--- config.mk ---
export PLATFORM = sky130hd
export DESIGN_NAME = png_row_filter_encoder
export DESIGN_NICKNAME = d
export VERILOG_FILES = /design/src/hw/rtl/pngrf_pkg.sv /design/src/hw/rtl/pngrf_cell.sv /design/src/hw/rtl/pngrf_accum.sv /design/src/hw/rtl/png_row_filter_encoder.sv
export SDC_FILE = /design/constraint.sdc
export NUM_CORES = 1
export LEC_CHECK = 0
export BUFFER_PORTS_ARGS = -buffer_cell sky130_fd_sc_hd__buf_2
export CELL_PAD_IN_SITES_DETAIL_PLACEMENT = 2
export CELL_PAD_IN_SITES_GLOBAL_PLACEMENT = 2
export CORE_UTILIZATION = 42
export CTS_CLUSTER_DIAMETER = 30
export DETAILED_ROUTE_END_ITERATION = 7
export PLACE_DENSITY = 0.88
export SLEW_MARGIN = 10
export SYNTH_ARGS = -nofsm -noshare
export SYNTH_HDL_FRONTEND = slang
export SYNTH_HIERARCHICAL = 1
export SYNTH_SLANG_ARGS = --single-unit
--- constraint.sdc ---
create_clock -name clk -period 12.05 [get_ports clk]
set_input_delay 0.6025 -clock clk [delete_from_list [all_inputs] [get_ports clk]]
set_output_delay 0.6025 -clock clk [all_outputs]
set_load 0.03 [all_outputs]
--- src/hw/rtl/pngrf_pkg.sv ---
// ----------------------------------------------------------------------------
// pngrf_pkg
// shared types, codes and the paeth predictor for the png row filter encoder
// ----------------------------------------------------------------------------
package pngrf_pkg;

    localparam int MAX_BPP_DEFAULT = 8;
    localparam int SUM_W           = 21;
    localparam int CFG_INDEX_W     = 2;
    localparam int CFG_DATA_W      = 8;
    localparam int IN_TDATA_W      = 16;
    localparam int OUT_TDATA_W     = 32;

    localparam logic [CFG_INDEX_W-1:0] CFG_FILTER_TYPE     = 2'd0;
    localparam logic [CFG_INDEX_W-1:0] CFG_BYTES_PER_PIXEL = 2'd1;

    localparam logic [2:0] FLT_NONE      = 3'd0;
    localparam logic [2:0] FLT_SUB       = 3'd1;
    localparam logic [2:0] FLT_UP        = 3'd2;
    localparam logic [2:0] FLT_AVG       = 3'd3;
    localparam logic [2:0] FLT_PAETH     = 3'd4;
    localparam logic [2:0] FLT_AVG_FIRST = 3'd5;
    localparam logic [2:0] FLT_PAETH_FIRST = 3'd6;

    localparam logic [2:0] FILTER_RESET = FLT_NONE;
    localparam logic [3:0] BPP_RESET    = 4'd4;

    typedef struct packed {
        logic       valid;
        logic [7:0] cur;
        logic [7:0] up;
    } tap_t;

    typedef struct packed {
        logic       valid;
        logic [7:0] diff;
        logic [7:0] mag;
        logic       last;
    } stage_t;

    function automatic logic [7:0] paeth_pick(input logic [7:0] a, input logic [7:0] b,
                                               input logic [7:0] c);
        logic signed [10:0] pa;
        logic signed [10:0] pb;
        logic signed [10:0] pc;
        pa = $signed({3'b000, b}) - $signed({3'b000, c});
        pb = $signed({3'b000, a}) - $signed({3'b000, c});
        pc = $signed({3'b000, a}) + $signed({3'b000, b}) - $signed({2'b00, c, 1'b0});
        if (pa < 0) pa = -pa;
        if (pb < 0) pb = -pb;
        if (pc < 0) pc = -pc;
        if (pa <= pb && pa <= pc)
            return a;
        else if (pb <= pc)
            return b;
        else
            return c;
    endfunction

endpackage

--- src/hw/rtl/pngrf_cell.sv ---
// ----------------------------------------------------------------------------
// pngrf_cell
// one history cell: holds a current byte, the byte above and a row valid flag
// ----------------------------------------------------------------------------
module pngrf_cell
(
    input  logic           clk,
    input  logic           rst_n,
    input  logic           shift,
    input  logic           clear,
    input  pngrf_pkg::tap_t tap_in,
    output pngrf_pkg::tap_t tap_out
);
    import pngrf_pkg::*;

    logic       valid_reg;
    logic       valid_next;
    logic [7:0] cur_reg;
    logic [7:0] up_reg;

    always_comb
    begin
        valid_next = valid_reg;
        if (clear)
        begin
            valid_next = 1'b0;
        end
        else if (shift)
        begin
            valid_next = tap_in.valid;
        end
    end

    always_ff @(posedge clk or negedge rst_n)
    begin
        if (!rst_n)
        begin
            valid_reg <= 1'b0;
        end
        else
        begin
            valid_reg <= valid_next;
        end
    end

    always_ff @(posedge clk)
    begin
        if (shift)
        begin
            cur_reg <= tap_in.cur;
            up_reg  <= tap_in.up;
        end
    end

    assign tap_out.valid = valid_reg;
    assign tap_out.cur   = cur_reg;
    assign tap_out.up    = up_reg;

endmodule

--- src/hw/rtl/pngrf_accum.sv ---
// ----------------------------------------------------------------------------
// pngrf_accum
// row sum accumulator and output register stage
// ----------------------------------------------------------------------------
module pngrf_accum
(
    input  logic                                  clk,
    input  logic                                  rst_n,
    input  pngrf_pkg::stage_t                     stage,
    output logic                                  take,
    output logic                                  out_valid,
    input  logic                                  out_ready,
    output logic [7:0]                            out_diff,
    output logic [pngrf_pkg::SUM_W-1:0]           out_sum,
    output logic                                  out_last
);
    import pngrf_pkg::*;

    logic             valid_reg;
    logic             valid_next;
    logic [SUM_W-1:0] acc_reg;
    logic [SUM_W-1:0] acc_next;
    logic [SUM_W-1:0] sum_sat;
    logic [SUM_W:0]   sum_wide;
    logic [7:0]       diff_reg;
    logic [SUM_W-1:0] sum_reg;
    logic             last_reg;

    assign take     = stage.valid && (!valid_reg || out_ready);
    assign sum_wide = {1'b0, acc_reg} + (SUM_W+1)'(stage.mag);
    assign sum_sat  = sum_wide[SUM_W] ? {SUM_W{1'b1}} : sum_wide[SUM_W-1:0];

    always_comb
    begin
        valid_next = valid_reg;
        acc_next   = acc_reg;
        if (valid_reg && out_ready)
        begin
            valid_next = 1'b0;
        end
        if (take)
        begin
            valid_next = 1'b1;
            acc_next   = stage.last ? '0 : sum_sat;
        end
    end

    always_ff @(posedge clk or negedge rst_n)
    begin
        if (!rst_n)
        begin
            valid_reg <= 1'b0;
            acc_reg   <= '0;
        end
        else
        begin
            valid_reg <= valid_next;
            acc_reg   <= acc_next;
        end
    end

    always_ff @(posedge clk)
    begin
        if (take)
        begin
            diff_reg <= stage.diff;
            sum_reg  <= sum_sat;
            last_reg <= stage.last;
        end
    end

    assign out_valid = valid_reg;
    assign out_diff  = diff_reg;
    assign out_sum   = sum_reg;
    assign out_last  = last_reg;

`ifndef ASSERT_OFF
    a_acc_cleared_after_last: assert property (@(posedge clk) disable iff (!rst_n)
        take && stage.last |=> acc_reg == '0)
        else $error("row sum not cleared after row end");
    a_sum_not_below_acc: assert property (@(posedge clk) disable iff (!rst_n)
        take |=> sum_reg >= $past(acc_reg))
        else $error("row sum decreased within a row");
`endif

endmodule

--- src/hw/rtl/png_row_filter_encoder.sv ---
// ----------------------------------------------------------------------------
// png_row_filter_encoder
// png scanline filter (none, sub, up, average, paeth and first-row forms)
// ----------------------------------------------------------------------------
// One byte per request, one result per request, a new request every cycle
// unless the output stalls. The first stage selects the left and upper-left
// bytes from a chain of history cells and forms the filtered byte; the
// output stage adds its magnitude to the saturating row sum in the output
// register. The chain holds MAX_BYTES_PER_PIXEL cells; tlast on the input
// closes the row and clears the chain and the sum. Configuration writes are
// taken at any time but must only be issued while the block is idle.
// ----------------------------------------------------------------------------
module png_row_filter_encoder
#(
    parameter int MAX_BYTES_PER_PIXEL = pngrf_pkg::MAX_BPP_DEFAULT
)
(
    input  logic                                 clk,
    input  logic                                 rst_n,
    // cfg_data: filter_type [2:0] or bytes_per_pixel [3:0]
    input  logic                                 cfg_valid,
    output logic                                 cfg_ready,
    input  logic [pngrf_pkg::CFG_INDEX_W-1:0]    cfg_index,
    input  logic [pngrf_pkg::CFG_DATA_W-1:0]     cfg_data,
    // s_tdata: cur_byte [7:0], up_byte [15:8]
    input  logic                                 s_tvalid,
    output logic                                 s_tready,
    input  logic [pngrf_pkg::IN_TDATA_W-1:0]     s_tdata,
    input  logic                                 s_tlast,
    // m_tdata: filtered_byte [7:0], abs_sum [28:8], zero [31:29]
    output logic                                 m_tvalid,
    input  logic                                 m_tready,
    output logic [pngrf_pkg::OUT_TDATA_W-1:0]    m_tdata,
    output logic                                 m_tlast
);
    import pngrf_pkg::*;

    localparam int IDX_W = (MAX_BYTES_PER_PIXEL > 1) ? $clog2(MAX_BYTES_PER_PIXEL) : 1;
    localparam logic [4:0] MAX_BPP5 = 5'(MAX_BYTES_PER_PIXEL);

    logic [2:0]  filter_reg;
    logic [2:0]  filter_next;
    logic [3:0]  bpp_reg;
    logic [3:0]  bpp_next;

    tap_t        chain_in  [MAX_BYTES_PER_PIXEL];
    tap_t        chain_out [MAX_BYTES_PER_PIXEL];
    logic [MAX_BYTES_PER_PIXEL-1:0] tap_valid;

    logic        in_take;
    logic        row_clear;
    logic [7:0]  cur_byte;
    logic [7:0]  up_byte;
    logic [4:0]  sel5;
    logic [IDX_W-1:0] sel;
    tap_t        tap_sel;
    logic [7:0]  left_byte;
    logic [7:0]  upleft_byte;
    logic [8:0]  avg_sum;
    logic [7:0]  pred;
    logic [7:0]  diff;

    stage_t      s1_reg;
    stage_t      s1_next;
    logic        s1_take;
    logic [SUM_W-1:0] out_sum;
    logic [7:0]  out_diff;

    // configuration registers
    assign cfg_ready = 1'b1;

    always_comb
    begin
        filter_next = filter_reg;
        bpp_next    = bpp_reg;
        if (cfg_valid && cfg_ready)
        begin
            unique case (cfg_index)
                CFG_FILTER_TYPE:     filter_next = cfg_data[2:0];
                CFG_BYTES_PER_PIXEL: bpp_next    = cfg_data[3:0];
                default:             ;
            endcase
        end
    end

    // input side
    assign cur_byte  = s_tdata[7:0];
    assign up_byte   = s_tdata[15:8];
    assign s_tready  = !s1_reg.valid || s1_take;
    assign in_take   = s_tvalid && s_tready;
    assign row_clear = in_take && s_tlast;

    // history chain
    assign chain_in[0] = '{valid: 1'b1, cur: cur_byte, up: up_byte};

    for (genvar g = 0; g < MAX_BYTES_PER_PIXEL; g++)
    begin : g_cell
        if (g > 0)
        begin : g_link
            assign chain_in[g] = chain_out[g-1];
        end
        pngrf_cell u_cell
        (
            .clk     (clk),
            .rst_n   (rst_n),
            .shift   (in_take),
            .clear   (row_clear),
            .tap_in  (chain_in[g]),
            .tap_out (chain_out[g])
        );
        assign tap_valid[g] = chain_out[g].valid;
    end

    // tap select with pixel size clamped to the chain length
    always_comb
    begin
        if (bpp_reg == 4'd0)
        begin
            sel5 = 5'd0;
        end
        else if ({1'b0, bpp_reg} > MAX_BPP5)
        begin
            sel5 = MAX_BPP5 - 5'd1;
        end
        else
        begin
            sel5 = {1'b0, bpp_reg} - 5'd1;
        end
    end

    assign sel         = sel5[IDX_W-1:0];
    assign tap_sel     = chain_out[sel];
    assign left_byte   = tap_sel.valid ? tap_sel.cur : 8'd0;
    assign upleft_byte = tap_sel.valid ? tap_sel.up : 8'd0;
    assign avg_sum     = {1'b0, left_byte} + {1'b0, up_byte};

    always_comb
    begin
        case (filter_reg)
            FLT_SUB, FLT_PAETH_FIRST: pred = left_byte;
            FLT_UP:                   pred = up_byte;
            FLT_AVG:                  pred = avg_sum[8:1];
            FLT_PAETH:                pred = paeth_pick(left_byte, up_byte, upleft_byte);
            FLT_AVG_FIRST:            pred = {1'b0, left_byte[7:1]};
            default:                  pred = 8'd0;
        endcase
    end

    assign diff = cur_byte - pred;

    // first pipeline stage
    always_comb
    begin
        s1_next = s1_reg;
        if (s1_take)
        begin
            s1_next.valid = 1'b0;
        end
        if (in_take)
        begin
            s1_next.valid = 1'b1;
            s1_next.diff  = diff;
            s1_next.mag   = diff[7] ? 8'(-diff) : diff;
            s1_next.last  = s_tlast;
        end
    end

    always_ff @(posedge clk or negedge rst_n)
    begin
        if (!rst_n)
        begin
            filter_reg <= FILTER_RESET;
            bpp_reg    <= BPP_RESET;
            s1_reg     <= '0;
        end
        else
        begin
            filter_reg <= filter_next;
            bpp_reg    <= bpp_next;
            s1_reg     <= s1_next;
        end
    end

    pngrf_accum u_accum
    (
        .clk       (clk),
        .rst_n     (rst_n),
        .stage     (s1_reg),
        .take      (s1_take),
        .out_valid (m_tvalid),
        .out_ready (m_tready),
        .out_diff  (out_diff),
        .out_sum   (out_sum),
        .out_last  (m_tlast)
    );

    assign m_tdata = {(OUT_TDATA_W - SUM_W - 8)'(0), out_sum, out_diff};

`ifndef ASSERT_OFF
    a_chain_cleared_on_row_end: assert property (@(posedge clk) disable iff (!rst_n)
        in_take && s_tlast |=> tap_valid == '0)
        else $error("history chain not cleared at row end");
    a_chain_head_valid: assert property (@(posedge clk) disable iff (!rst_n)
        in_take && !s_tlast |=> tap_valid[0])
        else $error("history head not marked after a byte");
    a_stage_holds_when_stalled: assert property (@(posedge clk) disable iff (!rst_n)
        s1_reg.valid && !s1_take |=> s1_reg.valid && $stable(s1_reg.diff))
        else $error("first stage lost or changed a stalled request");
`endif

endmodule
==> results_dict.tcl <==
set metrics [dict create \
    synth-edff-count 158 \
    fin_tns_setup_ps 0 \
    ir_worst_vdd_v 0.0002572 \
    clk_latency_ps 550 \
    run_status "complete, no violations" \
    tritoncts.num_buffers 45 \
    pwr_density_mw_per_mm2 351.2 \
    post_synth_inst_count 1154 \
    die_h_um 178.0 \
    maxCapViolations 0 \
    first_iter_violations 776 \
    wire_per_inst_um 28.96 \
    setup_viol 0 \
    layout.filler_cells 3067 \
    timing.final.ws_setup_ps 495.0 \
    pin_count_of_the_biggest_net_entering_global_routing 79 \
    finalCriticalPeriod_ps 11550 \
    drc_errors 0 \
    globalRouteTotalUtil_pct 31.44 \
    finalHoldViolations 0 \
    portbufs 59 \
    rsz0062_at_grt "no" \
    antenna_violations_before_repair 0 \
    fin_worst_skew_ps 23.48 \
    postSynthAreaPerCell_um2 11.28 \
    dpl_worst_slack_ps 917.3 \
    cts_hold_buffers 0 \
    worst_path_max_delay_cell "sky130_fd_sc_hd__mux4_2" \
    clkSinkCount 212 \
    critical_path.max_fanout 33 \
    post_synth_instance_area_mm2 0.01301 \
    number_of_nets_with_antenna_violations_after_routing 0 \
    vias_per_cell 6.410 \
    count_of_synthesis_stage_warnings_from_yosys 6 \
    cts_post_setup_buffers_inserted 0 \
    antennaDiodeCount 0 \
    layout_common_cells "sky130_fd_sc_hd__edfxtp_1, sky130_fd_sc_hd__ha_1, sky130_fd_sc_hd__nor2_1" \
    fp.dieArea_mm2 0.03169 \
    worst_slew_pin_slew_ps 1178 \
    critPathKind "flop to flop" \
    drive_gt1_share_pct 17.38 \
    finalCoreUtilization_pct 49.84 \
    via_count 10650 \
    synth_sequential_area_ratio_pct 46.86 \
    htree_num_levels 2 \
    first_pass_iters 5 \
    place.gp.congestion 0.8649 \
    cts_repair_resize_count 0 \
    maximum_root_to_sink_buffer_count 3 \
    worstPathArrival_ps 12030 \
    synth_seq_cells 212 \
    die_w_um 178.0 \
    achievable-frequency_mhz 86.54 \
    p_total_w 0.005339 \
    most_frequent_standard_cell_in_the_layout_excluding_fill_and_tap_cells "sky130_fd_sc_hd__edfxtp_1" \
    critPathRequiredTime_ps 12520 \
    multi_input_comb_area_mm2 0.006436 \
    layout.area.seq_mm2 0.006097 \
    floorplan.initialDensity_pct 42.65 \
    finish.net_count 1352 \
    leakagePower_nw 6.228 \
    setup.worst_path.end_class "flop" \
    cts_root_buf "sky130_fd_sc_hd__clkbuf_16" \
    ys_dominant_reg_cell "sky130_fd_sc_hd__edfxtp_1" \
    synth.lib_cells_used.distinct 95 \
    postSynth.asyncResetShare_pct 25.47 \
    layout_worst_path_cycle_share_pct 95.89 \
    area_delta_synth_final_pct 16.85 \
    tritoncts "done" \
    grt.overflow.total 0 \
    hold_path.class "input port to asynchronous set/reset pin" \
    dp_hpwl_um 30150 \
    core_area_mm2 0.03051 \
    worst_slew_margin_rel_pct 21.48 \
    ioPinCount 68 \
    worst_setup_path_start_kind "flop" \
    via_count_of_the_first_global_routing_pass 11920 \
    core.rowCount 64 \
    grt_pass1_wl_um 74570 \
    timing.final.max_slew_violations 0 \
    routed_wirelength_um 48130 \
    clkSlewWorstSetupHoldPaths_ps 60 \
    max_stage_delay_ps 580 \
]
-- power breakdown --
group / switching, W / internal, W
logic: 0.00194 / 0.00111
registers: 0.0000921 / 0.000924
clock network: 0.000469 / 0.000801
-- worst max-delay path, delay by kind of cell, from the launching register on --
family / cells / cell delay, ps
buf+inv: 5 / 1180
compound gates: 20 / 4850
fa+ha+maj: 5 / 1670
flops: 1 / 390
xor+xnor: 2 / 450
mux: 2 / 830
simple gates: 10 / 2090
-- final timing paths --
path / startpoint / to / slack, ps / cells after the start
worst max-delay path: bpp_reg[0] / s1_reg[6] / 500 / 44
worst min-delay path: rst_n / u_accum/acc_reg[16] / 200 / 2
worst max register to register: bpp_reg[0] / s1_reg[6] / 500 / 44
worst min register to register: g_cell[2].u_cell/cur_reg[3] / g_cell[3].u_cell/cur_reg[3] / 440 / 0
max in group asynchronous: rst_n / bpp_reg[1] / 11290 / 2
min in group clk: s_tvalid / s1_reg[17] / 270 / 2
-- metal layers --
metal,part of all wire [%],vias to the layer above,track usage [%]
li1,-,4556,-
met1,39,5502,36.20
met5,0,-,0
met4,5.4,0,17.17
met2,51,428,55.69
met3,4.6,167,4.945
-- logic make-up after synthesis --
logic type	share of synthesized area [%]
adder cells (fa/ha/maj)	9.442
multiplexers	5.875
other	0.05771
AND/OR/NAND/NOR	12.38
XOR/XNOR	3.760
flip-flops	46.86
buffers and inverters	4.259
AO/OA/AOI/OAI	17.38
-- metrics by stage --
| step | hold WS, ps | cell area (um2) | instances |
|---|---|---|---|
| floorplan | 306.9 | 13060 | 1167 |
| global placement | 424.5 | 13660 | 1578 |
| detailed placement | 438.9 | 13660 | 1578 |
| CTS | 233.6 | 15190 | 1662 |
| global route | 260.3 | 15200 | 1662 |
| finish | 204.4 | 15200 | 1662 |
-- cells in the mapped netlist, drive strengths merged (29+ instances only) --
cell	number	area, um2
nor2	78	292.8
nor3	36	207.7
xor2	29	261.5
clkbuf	29	108.9
a21oi	72	375.4
ha	79	988.5
a221oi	34	315.3
a21o	29	217.7
edfxtp	158	4745
inv	68	255.2
nand2	54	202.7
dfrtp	53	1326
o21ai	39	198.9
-- cell type report --
type,instances,share of cell area [%]
Clock buffer,50,7.735
Clock inverter,34,2.321
Inverter,69,1.720
Multi-Input combinational cell,831,42.33
Sequential cell,212,40.10
Tap cell,396,3.259
Timing Repair Buffer,70,2.535
No activity file was read; power rests on OpenSTA's default activity.
